`src/sv/mcs_pkg.sv`:
```
package mcs_pkg;

    localparam int MaxWindowDefault  = 10;
    localparam int ScaleFracDefault  = 12;
    localparam int NumAxes           = 3;
    localparam int CfgIdxWidth       = 3;
    localparam int CfgDataWidth      = 16;

    typedef enum logic [1:0] {
        STATUS_VALID     = 2'd0,
        STATUS_NOT_READY = 2'd1,
        STATUS_OVERFLOW  = 2'd2
    } status_t;

    typedef enum logic [2:0] {
        REG_OFFSET_X = 3'd0,
        REG_OFFSET_Y = 3'd1,
        REG_OFFSET_Z = 3'd2,
        REG_SCALE_X  = 3'd3,
        REG_SCALE_Y  = 3'd4,
        REG_SCALE_Z  = 3'd5,
        REG_MODE     = 3'd6,
        REG_WINDOW   = 3'd7
    } reg_idx_t;

    typedef enum logic [3:0] {
        ST_IDLE,
        ST_CAL_MUL,
        ST_CAL_SAT,
        ST_WRITE,
        ST_SCAN,
        ST_DIV_START,
        ST_DIV_RUN,
        ST_DIV_STORE,
        ST_OUT
    } state_t;

    // controller to datapath
    typedef struct packed {
        logic load;         // capture input word
        logic cal_mul;      // multiply current axis
        logic cal_sat;      // shift/saturate current axis
        logic hist_write;   // write current axis into ring
        logic scan_clear;   // clear accumulators
        logic scan_step;    // visit one ring entry
        logic div_start;    // set up divider
        logic div_step;     // one divider iteration
        logic div_store;    // store quotient
        logic slot_advance; // bump write slot
        logic out_load;     // present result
    } cmd_t;

    // datapath to controller
    typedef struct packed {
        logic invalid;      // item returns a status code only
        logic smooth_on;
        logic scan_last;
        logic div_last;
        logic axis_last;
    } stat_t;

endpackage

```
`src/sv/mcs_ctrl.sv`:
```
module mcs_ctrl
    import mcs_pkg::*;
(
    input  logic  aclk,
    input  logic  aresetn,
    input  logic  s_valid,
    output logic  s_ready,
    output logic  m_valid,
    input  logic  m_ready,
    input  stat_t stat,
    output cmd_t  cmd
);

    state_t state_reg, state_next;
    logic   m_valid_reg, m_valid_next;

    always_ff @(posedge aclk) begin
        if (!aresetn) begin
            state_reg   <= ST_IDLE;
            m_valid_reg <= 1'b0;
        end else begin
            state_reg   <= state_next;
            m_valid_reg <= m_valid_next;
        end
    end

    logic out_free;
    assign out_free = !m_valid_reg || m_ready;

    always_comb begin
        state_next = state_reg;
        unique case (state_reg)
            ST_IDLE:      if (s_valid) state_next = ST_CAL_MUL;
            ST_CAL_MUL:   state_next = stat.invalid ? ST_OUT : ST_CAL_SAT;
            ST_CAL_SAT:   state_next = stat.smooth_on ? ST_WRITE
                                     : (stat.axis_last ? ST_OUT : ST_CAL_MUL);
            ST_WRITE:     state_next = ST_SCAN;
            ST_SCAN:      if (stat.scan_last) state_next = ST_DIV_START;
            ST_DIV_START: state_next = ST_DIV_RUN;
            ST_DIV_RUN:   if (stat.div_last) state_next = ST_DIV_STORE;
            ST_DIV_STORE: state_next = stat.axis_last ? ST_OUT : ST_CAL_MUL;
            ST_OUT:       if (out_free) state_next = ST_IDLE;
            default:      state_next = ST_IDLE;
        endcase
    end

    always_comb begin
        cmd          = '0;
        s_ready      = 1'b0;
        m_valid_next = m_valid_reg && !m_ready;
        unique case (state_reg)
            ST_IDLE: begin
                s_ready  = 1'b1;
                cmd.load = s_valid;
            end
            ST_CAL_MUL:   cmd.cal_mul = 1'b1;
            ST_CAL_SAT:   cmd.cal_sat = 1'b1;
            ST_WRITE: begin
                cmd.hist_write = 1'b1;
                cmd.scan_clear = 1'b1;
            end
            ST_SCAN:      cmd.scan_step = 1'b1;
            ST_DIV_START: cmd.div_start = 1'b1;
            ST_DIV_RUN:   cmd.div_step = 1'b1;
            ST_DIV_STORE: begin
                cmd.div_store    = 1'b1;
                cmd.slot_advance = stat.axis_last;
            end
            ST_OUT: begin
                if (out_free) begin
                    cmd.out_load = 1'b1;
                    m_valid_next = 1'b1;
                end
            end
            default: ;
        endcase
    end

    assign m_valid = m_valid_reg;

    assert property (@(posedge aclk) disable iff (!aresetn)
        s_ready |-> state_reg == ST_IDLE)
        else $error("ready outside idle");
    assert property (@(posedge aclk) disable iff (!aresetn)
        cmd.out_load |=> m_valid_reg)
        else $error("result not presented");
    assert property (@(posedge aclk) disable iff (!aresetn)
        (s_valid && s_ready) |=> state_reg == ST_CAL_MUL)
        else $error("accepted word not processed");
    assert property (@(posedge aclk) disable iff (!aresetn)
        (m_valid_reg && !m_ready) |=> m_valid_reg)
        else $error("result dropped");

endmodule

```
`src/sv/mcs_datapath.sv`:
```
module mcs_datapath
    import mcs_pkg::*;
#(
    parameter int MAX_WINDOW          = MaxWindowDefault,
    parameter int SCALE_FRACTION_BITS = ScaleFracDefault
) (
    input  logic                    aclk,
    input  logic                    aresetn,
    input  logic                    cfg_we,
    input  logic [CfgIdxWidth-1:0]  cfg_index,
    input  logic [CfgDataWidth-1:0] cfg_data,
    input  logic                    s_data_ready,
    input  logic                    s_overflow,
    input  logic signed [15:0]      s_raw_x,
    input  logic signed [15:0]      s_raw_y,
    input  logic signed [15:0]      s_raw_z,
    output logic [1:0]              m_result_status,
    output logic signed [15:0]      m_out_x,
    output logic signed [15:0]      m_out_y,
    output logic signed [15:0]      m_out_z,
    input  cmd_t                    cmd,
    output stat_t                   stat
);

    localparam int WW   = $clog2(MAX_WINDOW + 1);
    localparam int SW   = $clog2(MAX_WINDOW);
    localparam int TW   = 16 + WW;              // window total width
    localparam int QW   = TW + 1;               // dividend magnitude width
    localparam int QCW  = $clog2(QW + 1);

    // configuration
    logic signed [15:0] offset_reg [NumAxes];
    logic [15:0]        scale_reg  [NumAxes];
    logic [1:0]         mode_reg;
    logic [3:0]         window_reg;

    always_ff @(posedge aclk) begin
        if (!aresetn) begin
            for (int a = 0; a < NumAxes; a++) begin
                offset_reg[a] <= '0;
                scale_reg[a]  <= 16'd4096;
            end
            mode_reg   <= '0;
            window_reg <= 4'd10;
        end else if (cfg_we) begin
            unique case (reg_idx_t'(cfg_index))
                REG_OFFSET_X: offset_reg[0] <= cfg_data;
                REG_OFFSET_Y: offset_reg[1] <= cfg_data;
                REG_OFFSET_Z: offset_reg[2] <= cfg_data;
                REG_SCALE_X:  scale_reg[0]  <= cfg_data;
                REG_SCALE_Y:  scale_reg[1]  <= cfg_data;
                REG_SCALE_Z:  scale_reg[2]  <= cfg_data;
                REG_MODE:     mode_reg      <= cfg_data[1:0];
                REG_WINDOW:   window_reg    <= cfg_data[3:0];
                default: ;
            endcase
        end
    end

    // effective window
    logic [WW-1:0] win;
    always_comb begin
        if (window_reg == 4'd0) begin
            win = WW'(1);
        end else if ({28'd0, window_reg} > 32'(MAX_WINDOW)) begin
            win = WW'(MAX_WINDOW);
        end else begin
            win = WW'(window_reg);
        end
    end
    logic trimmed;
    assign trimmed = mode_reg[1] && (win >= WW'(3));

    // captured word
    logic               rdy_reg, ovf_reg;
    logic signed [15:0] raw_reg [NumAxes];
    logic [1:0]         axis_reg;
    always_ff @(posedge aclk) begin
        if (cmd.load) begin
            rdy_reg    <= s_data_ready;
            ovf_reg    <= s_overflow;
            raw_reg[0] <= s_raw_x;
            raw_reg[1] <= s_raw_y;
            raw_reg[2] <= s_raw_z;
        end
    end
    always_ff @(posedge aclk) begin
        if (!aresetn || cmd.load) begin
            axis_reg <= '0;
        end else if ((cmd.cal_sat && !stat.smooth_on) || cmd.div_store) begin
            axis_reg <= (axis_reg == 2'd2) ? 2'd0 : axis_reg + 2'd1;
        end
    end

    assign stat.invalid   = ovf_reg || !rdy_reg;
    assign stat.smooth_on = mode_reg != 2'd0;
    assign stat.axis_last = axis_reg == 2'd2;

    // calibration: multiply, then truncate toward zero and saturate
    logic signed [16:0] diff;
    logic signed [33:0] prod_reg;
    assign diff = 17'(raw_reg[axis_reg]) - 17'(offset_reg[axis_reg]);
    always_ff @(posedge aclk) begin
        if (cmd.cal_mul) begin
            prod_reg <= 34'(diff) * $signed({18'd0, scale_reg[axis_reg]});
        end
    end

    logic signed [33:0] prod_adj, q;
    logic signed [15:0] cal_sat_v;
    always_comb begin
        prod_adj = prod_reg;
        if (prod_reg < 0) begin
            prod_adj = prod_reg + 34'((64'd1 << SCALE_FRACTION_BITS) - 64'd1);
        end
        q = prod_adj >>> SCALE_FRACTION_BITS;
        if (q > 34'sd32767) begin
            cal_sat_v = 16'sd32767;
        end else if (q < -34'sd32768) begin
            cal_sat_v = -16'sd32768;
        end else begin
            cal_sat_v = q[15:0];
        end
    end

    logic signed [QW-1:0] quot;
    logic signed [15:0]   quot_sat;
    logic signed [15:0]   cal_reg;
    logic signed [15:0]   res_reg [NumAxes];
    always_ff @(posedge aclk) begin
        if (cmd.cal_sat) begin
            cal_reg <= cal_sat_v;
            if (!stat.smooth_on) begin
                res_reg[axis_reg] <= cal_sat_v;
            end
        end else if (cmd.div_store) begin
            res_reg[axis_reg] <= quot_sat;
        end
    end

    // history ring, one lane per axis; cleared at reset
    logic signed [15:0] hist_reg [MAX_WINDOW][NumAxes];
    logic [SW-1:0]      slot_reg;
    logic [SW-1:0]      slot_eff;
    assign slot_eff = ({1'b0, slot_reg} >= {1'b0, win[SW-1:0]} || win > WW'(slot_reg))
                      ? ((WW'(slot_reg) >= win) ? '0 : slot_reg) : slot_reg;

    always_ff @(posedge aclk) begin
        if (!aresetn) begin
            for (int i = 0; i < MAX_WINDOW; i++) begin
                for (int a = 0; a < NumAxes; a++) begin
                    hist_reg[i][a] <= '0;
                end
            end
            slot_reg <= '0;
        end else begin
            if (cmd.hist_write) begin
                hist_reg[slot_eff][axis_reg] <= cal_reg;
                slot_reg <= slot_eff;
            end
            if (cmd.slot_advance) begin
                slot_reg <= (slot_reg == SW'(MAX_WINDOW - 1)) ? '0 : slot_reg + 1'b1;
            end
        end
    end

    // scan: one entry a cycle
    logic [SW-1:0]       scan_reg;
    logic signed [TW-1:0] total_reg;
    logic signed [15:0]  hi_reg, lo_reg, v;
    assign v = hist_reg[scan_reg][axis_reg];
    assign stat.scan_last = WW'(scan_reg) == win - WW'(1);
    always_ff @(posedge aclk) begin
        if (cmd.scan_clear) begin
            scan_reg  <= '0;
            total_reg <= '0;
            hi_reg    <= 16'sh8000;
            lo_reg    <= 16'sh7fff;
        end else if (cmd.scan_step) begin
            scan_reg  <= scan_reg + 1'b1;
            total_reg <= total_reg + TW'(v);
            if (v > hi_reg) hi_reg <= v;
            if (v < lo_reg) lo_reg <= v;
        end
    end

    // restoring divider on magnitudes, one bit a cycle
    logic signed [QW-1:0] dividend;
    logic [QW-1:0]        num_reg, rem_reg;
    logic [WW-1:0]        den_reg;
    logic                 neg_reg;
    logic [QCW-1:0]       cnt_reg;
    logic [QW:0]          rem_sh;
    assign dividend = trimmed ? (QW'(total_reg) - QW'(hi_reg) - QW'(lo_reg))
                              : QW'(total_reg);
    assign rem_sh = {rem_reg, num_reg[QW-1]};
    assign stat.div_last = cnt_reg == QCW'(QW - 1);
    always_ff @(posedge aclk) begin
        if (cmd.div_start) begin
            neg_reg <= dividend[QW-1];
            num_reg <= dividend[QW-1] ? QW'(-dividend) : QW'(dividend);
            den_reg <= trimmed ? win - WW'(2) : win;
            rem_reg <= '0;
            cnt_reg <= '0;
        end else if (cmd.div_step) begin
            cnt_reg <= cnt_reg + 1'b1;
            if (rem_sh >= (QW + 1)'(den_reg)) begin
                rem_reg <= QW'(rem_sh - (QW + 1)'(den_reg));
                num_reg <= {num_reg[QW-2:0], 1'b1};
            end else begin
                rem_reg <= QW'(rem_sh);
                num_reg <= {num_reg[QW-2:0], 1'b0};
            end
        end
    end

    assign quot = neg_reg ? -$signed(num_reg) : $signed(num_reg);
    always_comb begin
        if (quot > QW'(32767)) begin
            quot_sat = 16'sd32767;
        end else if (quot < -$signed(QW'(32768))) begin
            quot_sat = -16'sd32768;
        end else begin
            quot_sat = quot[15:0];
        end
    end

    // result register
    always_ff @(posedge aclk) begin
        if (cmd.out_load) begin
            if (ovf_reg) begin
                m_result_status <= STATUS_OVERFLOW;
            end else if (!rdy_reg) begin
                m_result_status <= STATUS_NOT_READY;
            end else begin
                m_result_status <= STATUS_VALID;
            end
            m_out_x <= stat.invalid ? '0 : res_reg[0];
            m_out_y <= stat.invalid ? '0 : res_reg[1];
            m_out_z <= stat.invalid ? '0 : res_reg[2];
        end
    end

    assert property (@(posedge aclk) disable iff (!aresetn)
        cmd.scan_step |-> WW'(scan_reg) < win)
        else $error("scan beyond window");
    assert property (@(posedge aclk) disable iff (!aresetn)
        cmd.div_step |-> den_reg != '0)
        else $error("divider with zero divisor");
    assert property (@(posedge aclk) disable iff (!aresetn)
        cmd.hist_write |-> WW'(slot_eff) < win)
        else $error("ring write outside window");

endmodule

```
`src/sv/magnetometer_calibrate_smooth.sv`:
```
// Calibrates one magnetometer sample per word: each axis is corrected as
// (raw - offset) * scale (unsigned, SCALE_FRACTION_BITS fraction bits),
// truncated and saturated to 16 bits, then optionally averaged over a ring
// of up to MAX_WINDOW entries (plain, or without largest and smallest).
// One word is processed at a time. A word with overflow or without ready
// skips from the multiply step to the output with a status code only.
// Otherwise each axis is multiplied and saturated; with smoothing it is
// then written into the ring, its W entries are scanned one a cycle, and
// the bit-serial divider is set up, run and its quotient stored.
// Write configuration only while no word is in flight.
module magnetometer_calibrate_smooth
    import mcs_pkg::*;
#(
    parameter int MAX_WINDOW          = MaxWindowDefault,
    parameter int SCALE_FRACTION_BITS = ScaleFracDefault
) (
    input  logic                    aclk,
    input  logic                    aresetn,
    input  logic                    cfg_we,
    input  logic [CfgIdxWidth-1:0]  cfg_index,
    input  logic [CfgDataWidth-1:0] cfg_data,
    input  logic                    s_valid,
    output logic                    s_ready,
    input  logic                    s_data_ready,
    input  logic                    s_overflow,
    input  logic signed [15:0]      s_raw_x,
    input  logic signed [15:0]      s_raw_y,
    input  logic signed [15:0]      s_raw_z,
    output logic                    m_valid,
    input  logic                    m_ready,
    output logic [1:0]              m_result_status,
    output logic signed [15:0]      m_out_x,
    output logic signed [15:0]      m_out_y,
    output logic signed [15:0]      m_out_z
);

    cmd_t  cmd;
    stat_t stat;

    mcs_ctrl u_ctrl (
        .aclk    (aclk),
        .aresetn (aresetn),
        .s_valid (s_valid),
        .s_ready (s_ready),
        .m_valid (m_valid),
        .m_ready (m_ready),
        .stat    (stat),
        .cmd     (cmd)
    );

    mcs_datapath #(
        .MAX_WINDOW          (MAX_WINDOW),
        .SCALE_FRACTION_BITS (SCALE_FRACTION_BITS)
    ) u_datapath (
        .aclk            (aclk),
        .aresetn         (aresetn),
        .cfg_we          (cfg_we),
        .cfg_index       (cfg_index),
        .cfg_data        (cfg_data),
        .s_data_ready    (s_data_ready),
        .s_overflow      (s_overflow),
        .s_raw_x         (s_raw_x),
        .s_raw_y         (s_raw_y),
        .s_raw_z         (s_raw_z),
        .m_result_status (m_result_status),
        .m_out_x         (m_out_x),
        .m_out_y         (m_out_y),
        .m_out_z         (m_out_z),
        .cmd             (cmd),
        .stat            (stat)
    );

endmodule
```
`config.mk`:
```
export PLATFORM = sky130hd
export DESIGN_NAME = magnetometer_calibrate_smooth
export DESIGN_NICKNAME = d
export VERILOG_FILES = /design/src/sv/mcs_pkg.sv /design/src/sv/mcs_ctrl.sv /design/src/sv/mcs_datapath.sv /design/src/sv/magnetometer_calibrate_smooth.sv
export SDC_FILE = /design/constraint.sdc
export NUM_CORES = 2
export LEC_CHECK = 0
export ABC_CLOCK_PERIOD_IN_PS = 10600
export BUFFER_PORTS_ARGS = -buffer_cell sky130_fd_sc_hd__buf_2
export CORE_MARGIN = 1.5
export CORE_UTILIZATION = 58
export DETAILED_ROUTE_END_ITERATION = 8
export PLACE_DENSITY = 0.77
export SLEW_MARGIN = 20
export SYNTH_ARGS = -nofsm -noshare
export SYNTH_HDL_FRONTEND = slang
export SYNTH_HIERARCHICAL = 1
export SYNTH_SLANG_ARGS = --single-unit
```
`constraint.sdc`:
```
create_clock -name aclk -period 10.6 [get_ports aclk]
set_input_delay 1.06 -clock aclk [delete_from_list [all_inputs] [get_ports aclk]]
set_output_delay 1.06 -clock aclk [all_outputs]
set_load 0.03 [all_outputs]
```
# Yosys cells after proc, flatten, opt, wreduce, memory -nomap -nowiden
# Memories as Yosys holds them, arrays and structs flattened. A register that Yosys moved wholly into a read port is not among the register bits.
# Index checks and enable logic that the tools add are counted.
[word_totals]
in_bits = 74
ramBits = 672
output_inout_bits = 52
wordCells = 214
regBits = 179
rom_bits = 0
latchBits = 0
n_memories = 5
[mem_list]
columns = ["memory", "words", "width", "rd", "rd_clocked_by_memory_dff", "wr", "line", "text"]
rows = [
  ["u_datapath.hist_reg", 10, 48, 1, 1, 10, "mcs_datapath.sv:142", "logic signed [15:0] hist_reg [MAX_WINDOW][NumAxes];"],
  ["u_datapath.offset_reg", 3, 16, 1, 1, 3, "mcs_datapath.sv:32", "logic signed [15:0] offset_reg [NumAxes];"],
  ["u_datapath.raw_reg", 3, 16, 1, 1, 3, "mcs_datapath.sv:76", "logic signed [15:0] raw_reg [NumAxes];"],
  ["u_datapath.res_reg", 3, 16, 3, 3, 1, "mcs_datapath.sv:129", "logic signed [15:0] res_reg [NumAxes];"],
  ["u_datapath.scale_reg", 3, 16, 1, 1, 3, "mcs_datapath.sv:33", "logic [15:0] scale_reg [NumAxes];"],
]
[op_classes]
n_reduce_logical = 26
order_cmp = 15
shifts = 0
mux = 102
n_addsub = 14
n_mul = 1
n_eq_ne = 23
n_div = 0
bitwise_logic = 8
[ops]
columns = ["op", "count"]
rows = [
  ["$mux 16", 14],
  ["$mux 48", 3],
  ["$mux 21", 6],
  ["$mux 4", 18],
  ["$mux 1", 48],
  ["$reduce_or 48->1", 1],
  ["$neg 21->21", 2],
  ["$pmux 4 s9", 1],
  ["$add 34x12->34 const B", 1],
  ["$lt 34x1->1 const B", 1],
  ["$mul 17x17->34", 1],
  ["$mux 34", 1],
  ["$bmux 16 s2", 1],
  ["$demux 16 s2", 1],
  ["$ge 22x4->1", 1],
  ["$gt 22x16->1 const B", 1],
  ["$lt 22x16->1 const B", 1],
  ["$gt 21x16->1 const B", 1],
  ["$lt 21x16->1 const B", 1],
  ["$sub 20x16->21", 1],
  ["$sub 21x16->21", 1],
  ["$sub 21x4->21", 1],
  ["$add 20x16->20", 1],
  ["$mux 2", 9],
  ["other kinds (36)", 72],
]

# Logic depth before layout (Yosys ltp)
[depth]
ltp_word = 9
mapped_depth = 41
ltp_nobuf = 37

# Modules after synthesis
# Netlist, hierarchy kept.
[by_module_without_submodules]
columns = ["module", "seq_area_each_um2", "area_per_inst_um2", "n_inst", "cells_each"]
rows = [
  ["mcs_datapath", 34673.3, 65316.4, 1, 5005],
  ["mcs_ctrl", 100.1, 401.6, 1, 53],
]

# Least setup slack after synthesis
# OpenSTA, ideal clock, no wires.
[synth_timing]
kind = "register to register"
start = "register with a tool-made name"
end = "register u_datapath.prod_reg[32], data pin"
slack_ps = 678
period_less_slack_ps = 9922
required_ps = 10405
setup_ps = 195
n_path_buf = 4
arrival_ps = 9727
stages_incl_launch_ff = 38
cell_sequence = "dfxtp_1 -> clkbuf_1 -> buf_1 -> clkbuf_1 -> mux2i_1 -> o21ai_0 -> ha_1 -> fa_1 -> nor2b_1 -> o21ai_0 -> a21boi_0 -> o21ai_0 -> a21boi_0 -> o2111ai_1 -> nand3_1 -> nand3_1 -> a41oi_1 -> clkbuf_1 -> (+2 left out) -> fa_1 -> fa_1 -> fa_1 -> fa_1 -> inv_1 -> fa_1 -> inv_1 -> ha_1 -> a21o_1 -> a21oi_1 -> o21bai_1 -> a21o_1 -> a21o_1 -> or3_1 -> o211a_1 -> o21a_1 -> o21a_1 -> o311ai_0"
[synth_lines]
columns = ["item", "line", "text"]
rows = [
  ["to (signal assigned)", "mcs_datapath.sv:105", "prod_reg <= 34'(diff) * $signed({18'd0, scale_reg[axis_reg]});"],
  ["to (decl)", "mcs_datapath.sv:101", "logic signed [33:0] prod_reg;"],
]

==> flow_summary.ini <==
[placement]
gp_congestion = 0.8972
dpl.hpwl_mm = 107.5
port_buffers = 125
placedCellCount = 6533
place_area_um2 = 68240

[finish]
nets = 5713
design_area_um2 = 72290
diodes = 0
multi_input_area_um2 = 28410
drive_above_1_share = 0.1451
final_cell_count_no_fill = 6752
seq_area_um2 = 34790
syn_to_final_growth_pct = 9.999
fill_cells = 7977
largest_reg_flops = 768

[routing]
num_vias = 40950
wl_per_cell_um = 23.75
drc = 0
drt-initial-drc-count = 4658
vias_per_cell = 6.065
firstDrtPassIters = 7
drtAntennaViolNets = 0
wl_mm = 160.3

[synthesis]
synth-seq-cells = 1193
avgSynthCellArea_um2 = 12.99
netlist_instances = 5058
async_flop_share = 0
ys_warn_count = 6
post-synth-top-count-cell = edfxtp_1
synth_seq_area_share = 0.5291
synth_edf_count = 1088
ys_types = 92
syn_nets = 5620
synthTopCellsByArea = edfxtp_1, fa_1, mux4_2
yosysTopAreaCell = edfxtp_1
yosysTopAreaCellShare = 0.4971
synth-main-ff-cell = edfxtp_1
synth_common_cells = edfxtp_1, and2_1, inv_1
syn_area_um2 = 65720

[die]
coreArea_um2 = 112500
io_pins = 126
fp.dieH_um = 339.6
die_area_um2 = 115300
rows = 123
start_util = 0.5842
fp.dieW_um = 339.6

[timing]
max-slew-margin-rel = 0.1716
setup_viol = 0
finalClockSkew_ps = 54.75
fin_hold_ws_ps = 499.0
slew_violations = 0
clock.fmax_mhz = 101.0
worst_pin_slew_ps = 1238
period_needed_ps = 9901
finalSetupTns_ps = 0
rsz0062_at_grt = no
finalCritPeriodShare = 0.9341
hold_viol_final = 0

[global_routing]
met3_usage = 0.04581
met2_usage = 0.4396
grt_pass1_wl_mm = 244.6
grt_pass1_vias = 40940
antenna_found_initial = 0
grt_busiest_layer = met2
grt-ovfl-total = 0
gr-usage-met1 = 0.3986
grt_start_max_net_pins = 101
grt.total_usage = 0.2788

[clocking]
clock_path_buffers = 3
cts_buffers = 116
clockRootBuffer = clkbuf_16
htree_levels = 3
cts_sinks = 1193
cts_tree = done
post_cts_buffers = 0
clk_latency_ps = 740
clk_pin_slew_ps = 60

[critical_path]
worstPathMaxFanout = 55
required_ps = 11050
end_kind = flop
worstSetupStartpointType = flop
arrival_ps = 10350
cp_slowest_cell = dfxtp_4
path_common_cell = fa_1
crit_type = reg2reg
critPathMaxStageDelay_ps = 660

[flow_run]
drv_cap = 0

[worst_hold_path]
hold_class = reg2reg

[status]
status = complete, no violations
[metrics by stage]
step	worst slack [ps]	util
5_1_grt	40.68	0.6426
3_5_place_dp	492.1	0.6066
3_3_place_gp	635.3	0.6066
4_1_cts	464.5	0.6419
2_1_floorplan	677.8	-
6_report	698.6	0.6426
[logic make-up after synthesis]
group           count (synthesis)  share of synthesized area
compound gates                574                    0.05719
xor+xnor                      168                    0.02239
fa+ha+maj                     495                     0.1278
buf+inv                       703                    0.04139
flops                        1193                     0.5291
mux                           347                    0.09881
simple gates                 1578                     0.1233
[critical path: cells and delay by family (launching register included)]
kind                       cells  cell delay [ps]
AOI/OAI and AO/OA             15             3690
xor gates and xnor gates       1               90
adders and majority gates      8             3870
buffers and inverters          6             1020
DFF                            1              660
and+or+nand+nor                2              280
[cell usage in the layout, fill, tap and decap left out, types with 28 or more instances in the layout]
cell       count
a21o_1        33
o21ai_0      125
inv_1        419
nor2b_1       40
clkbuf_16    117
and2_1       521
edfxtp_1    1088
dfxtp_1       99
nand3_1       41
fa_1         296
ha_1         192
nand2b_1      33
a21oi_1      119
nor2_1       380
buf_2        125
nor3_1        65
buf_4        131
xor2_1        62
o21ai_1       44
o21a_1        33
mux2i_1       93
and3_1        62
nand2_1      307
xnor2_1      103
clkbuf_1      28
mux4_2       240
a211oi_1      42
[what timing repair did]
action | CTS | global route
resized for setup | 0 | 6
hold buffers | 0 | 0
setup endpoints to repair | 0 | 3
[routing by layer]
layer	share of wire	up-vias
met4	0.034	0
met2	0.47	2047
met3	0.10	309
met5	0	-
met1	0.40	20450
li1	-	18150
[cell type report]
class | instances | area share
clock inverter | 71 | 0.01236
inverter | 419 | 0.02176
timing repair buffer | 259 | 0.02309
clock buffer | 148 | 0.04253
multi-input combinational | 3162 | 0.3930
tap | 1500 | 0.02596
sequential | 1193 | 0.4813
[final timing paths]
kind | startpoint | endpoint | slack, ps | cells past startpoint
hold / removal | u_datapath/lo_reg[15]$_SDFFE_PP0P_ | u_datapath/lo_reg[15]$_SDFFE_PP0P_ | 500 | 2
hold reg to reg | u_datapath/lo_reg[15]$_SDFFE_PP0P_ | u_datapath/lo_reg[15]$_SDFFE_PP0P_ | 500 | 2
setup / recovery | flop | u_datapath/prod_reg[33]$_DFFE_PP_ | 700 | 32
setup reg to reg | flop | u_datapath/prod_reg[33]$_DFFE_PP_ | 700 | 32
Power is left out: the tool's default activity adds up to more than one toggle a clock period on the data nets, which glitch-free logic cannot reach.
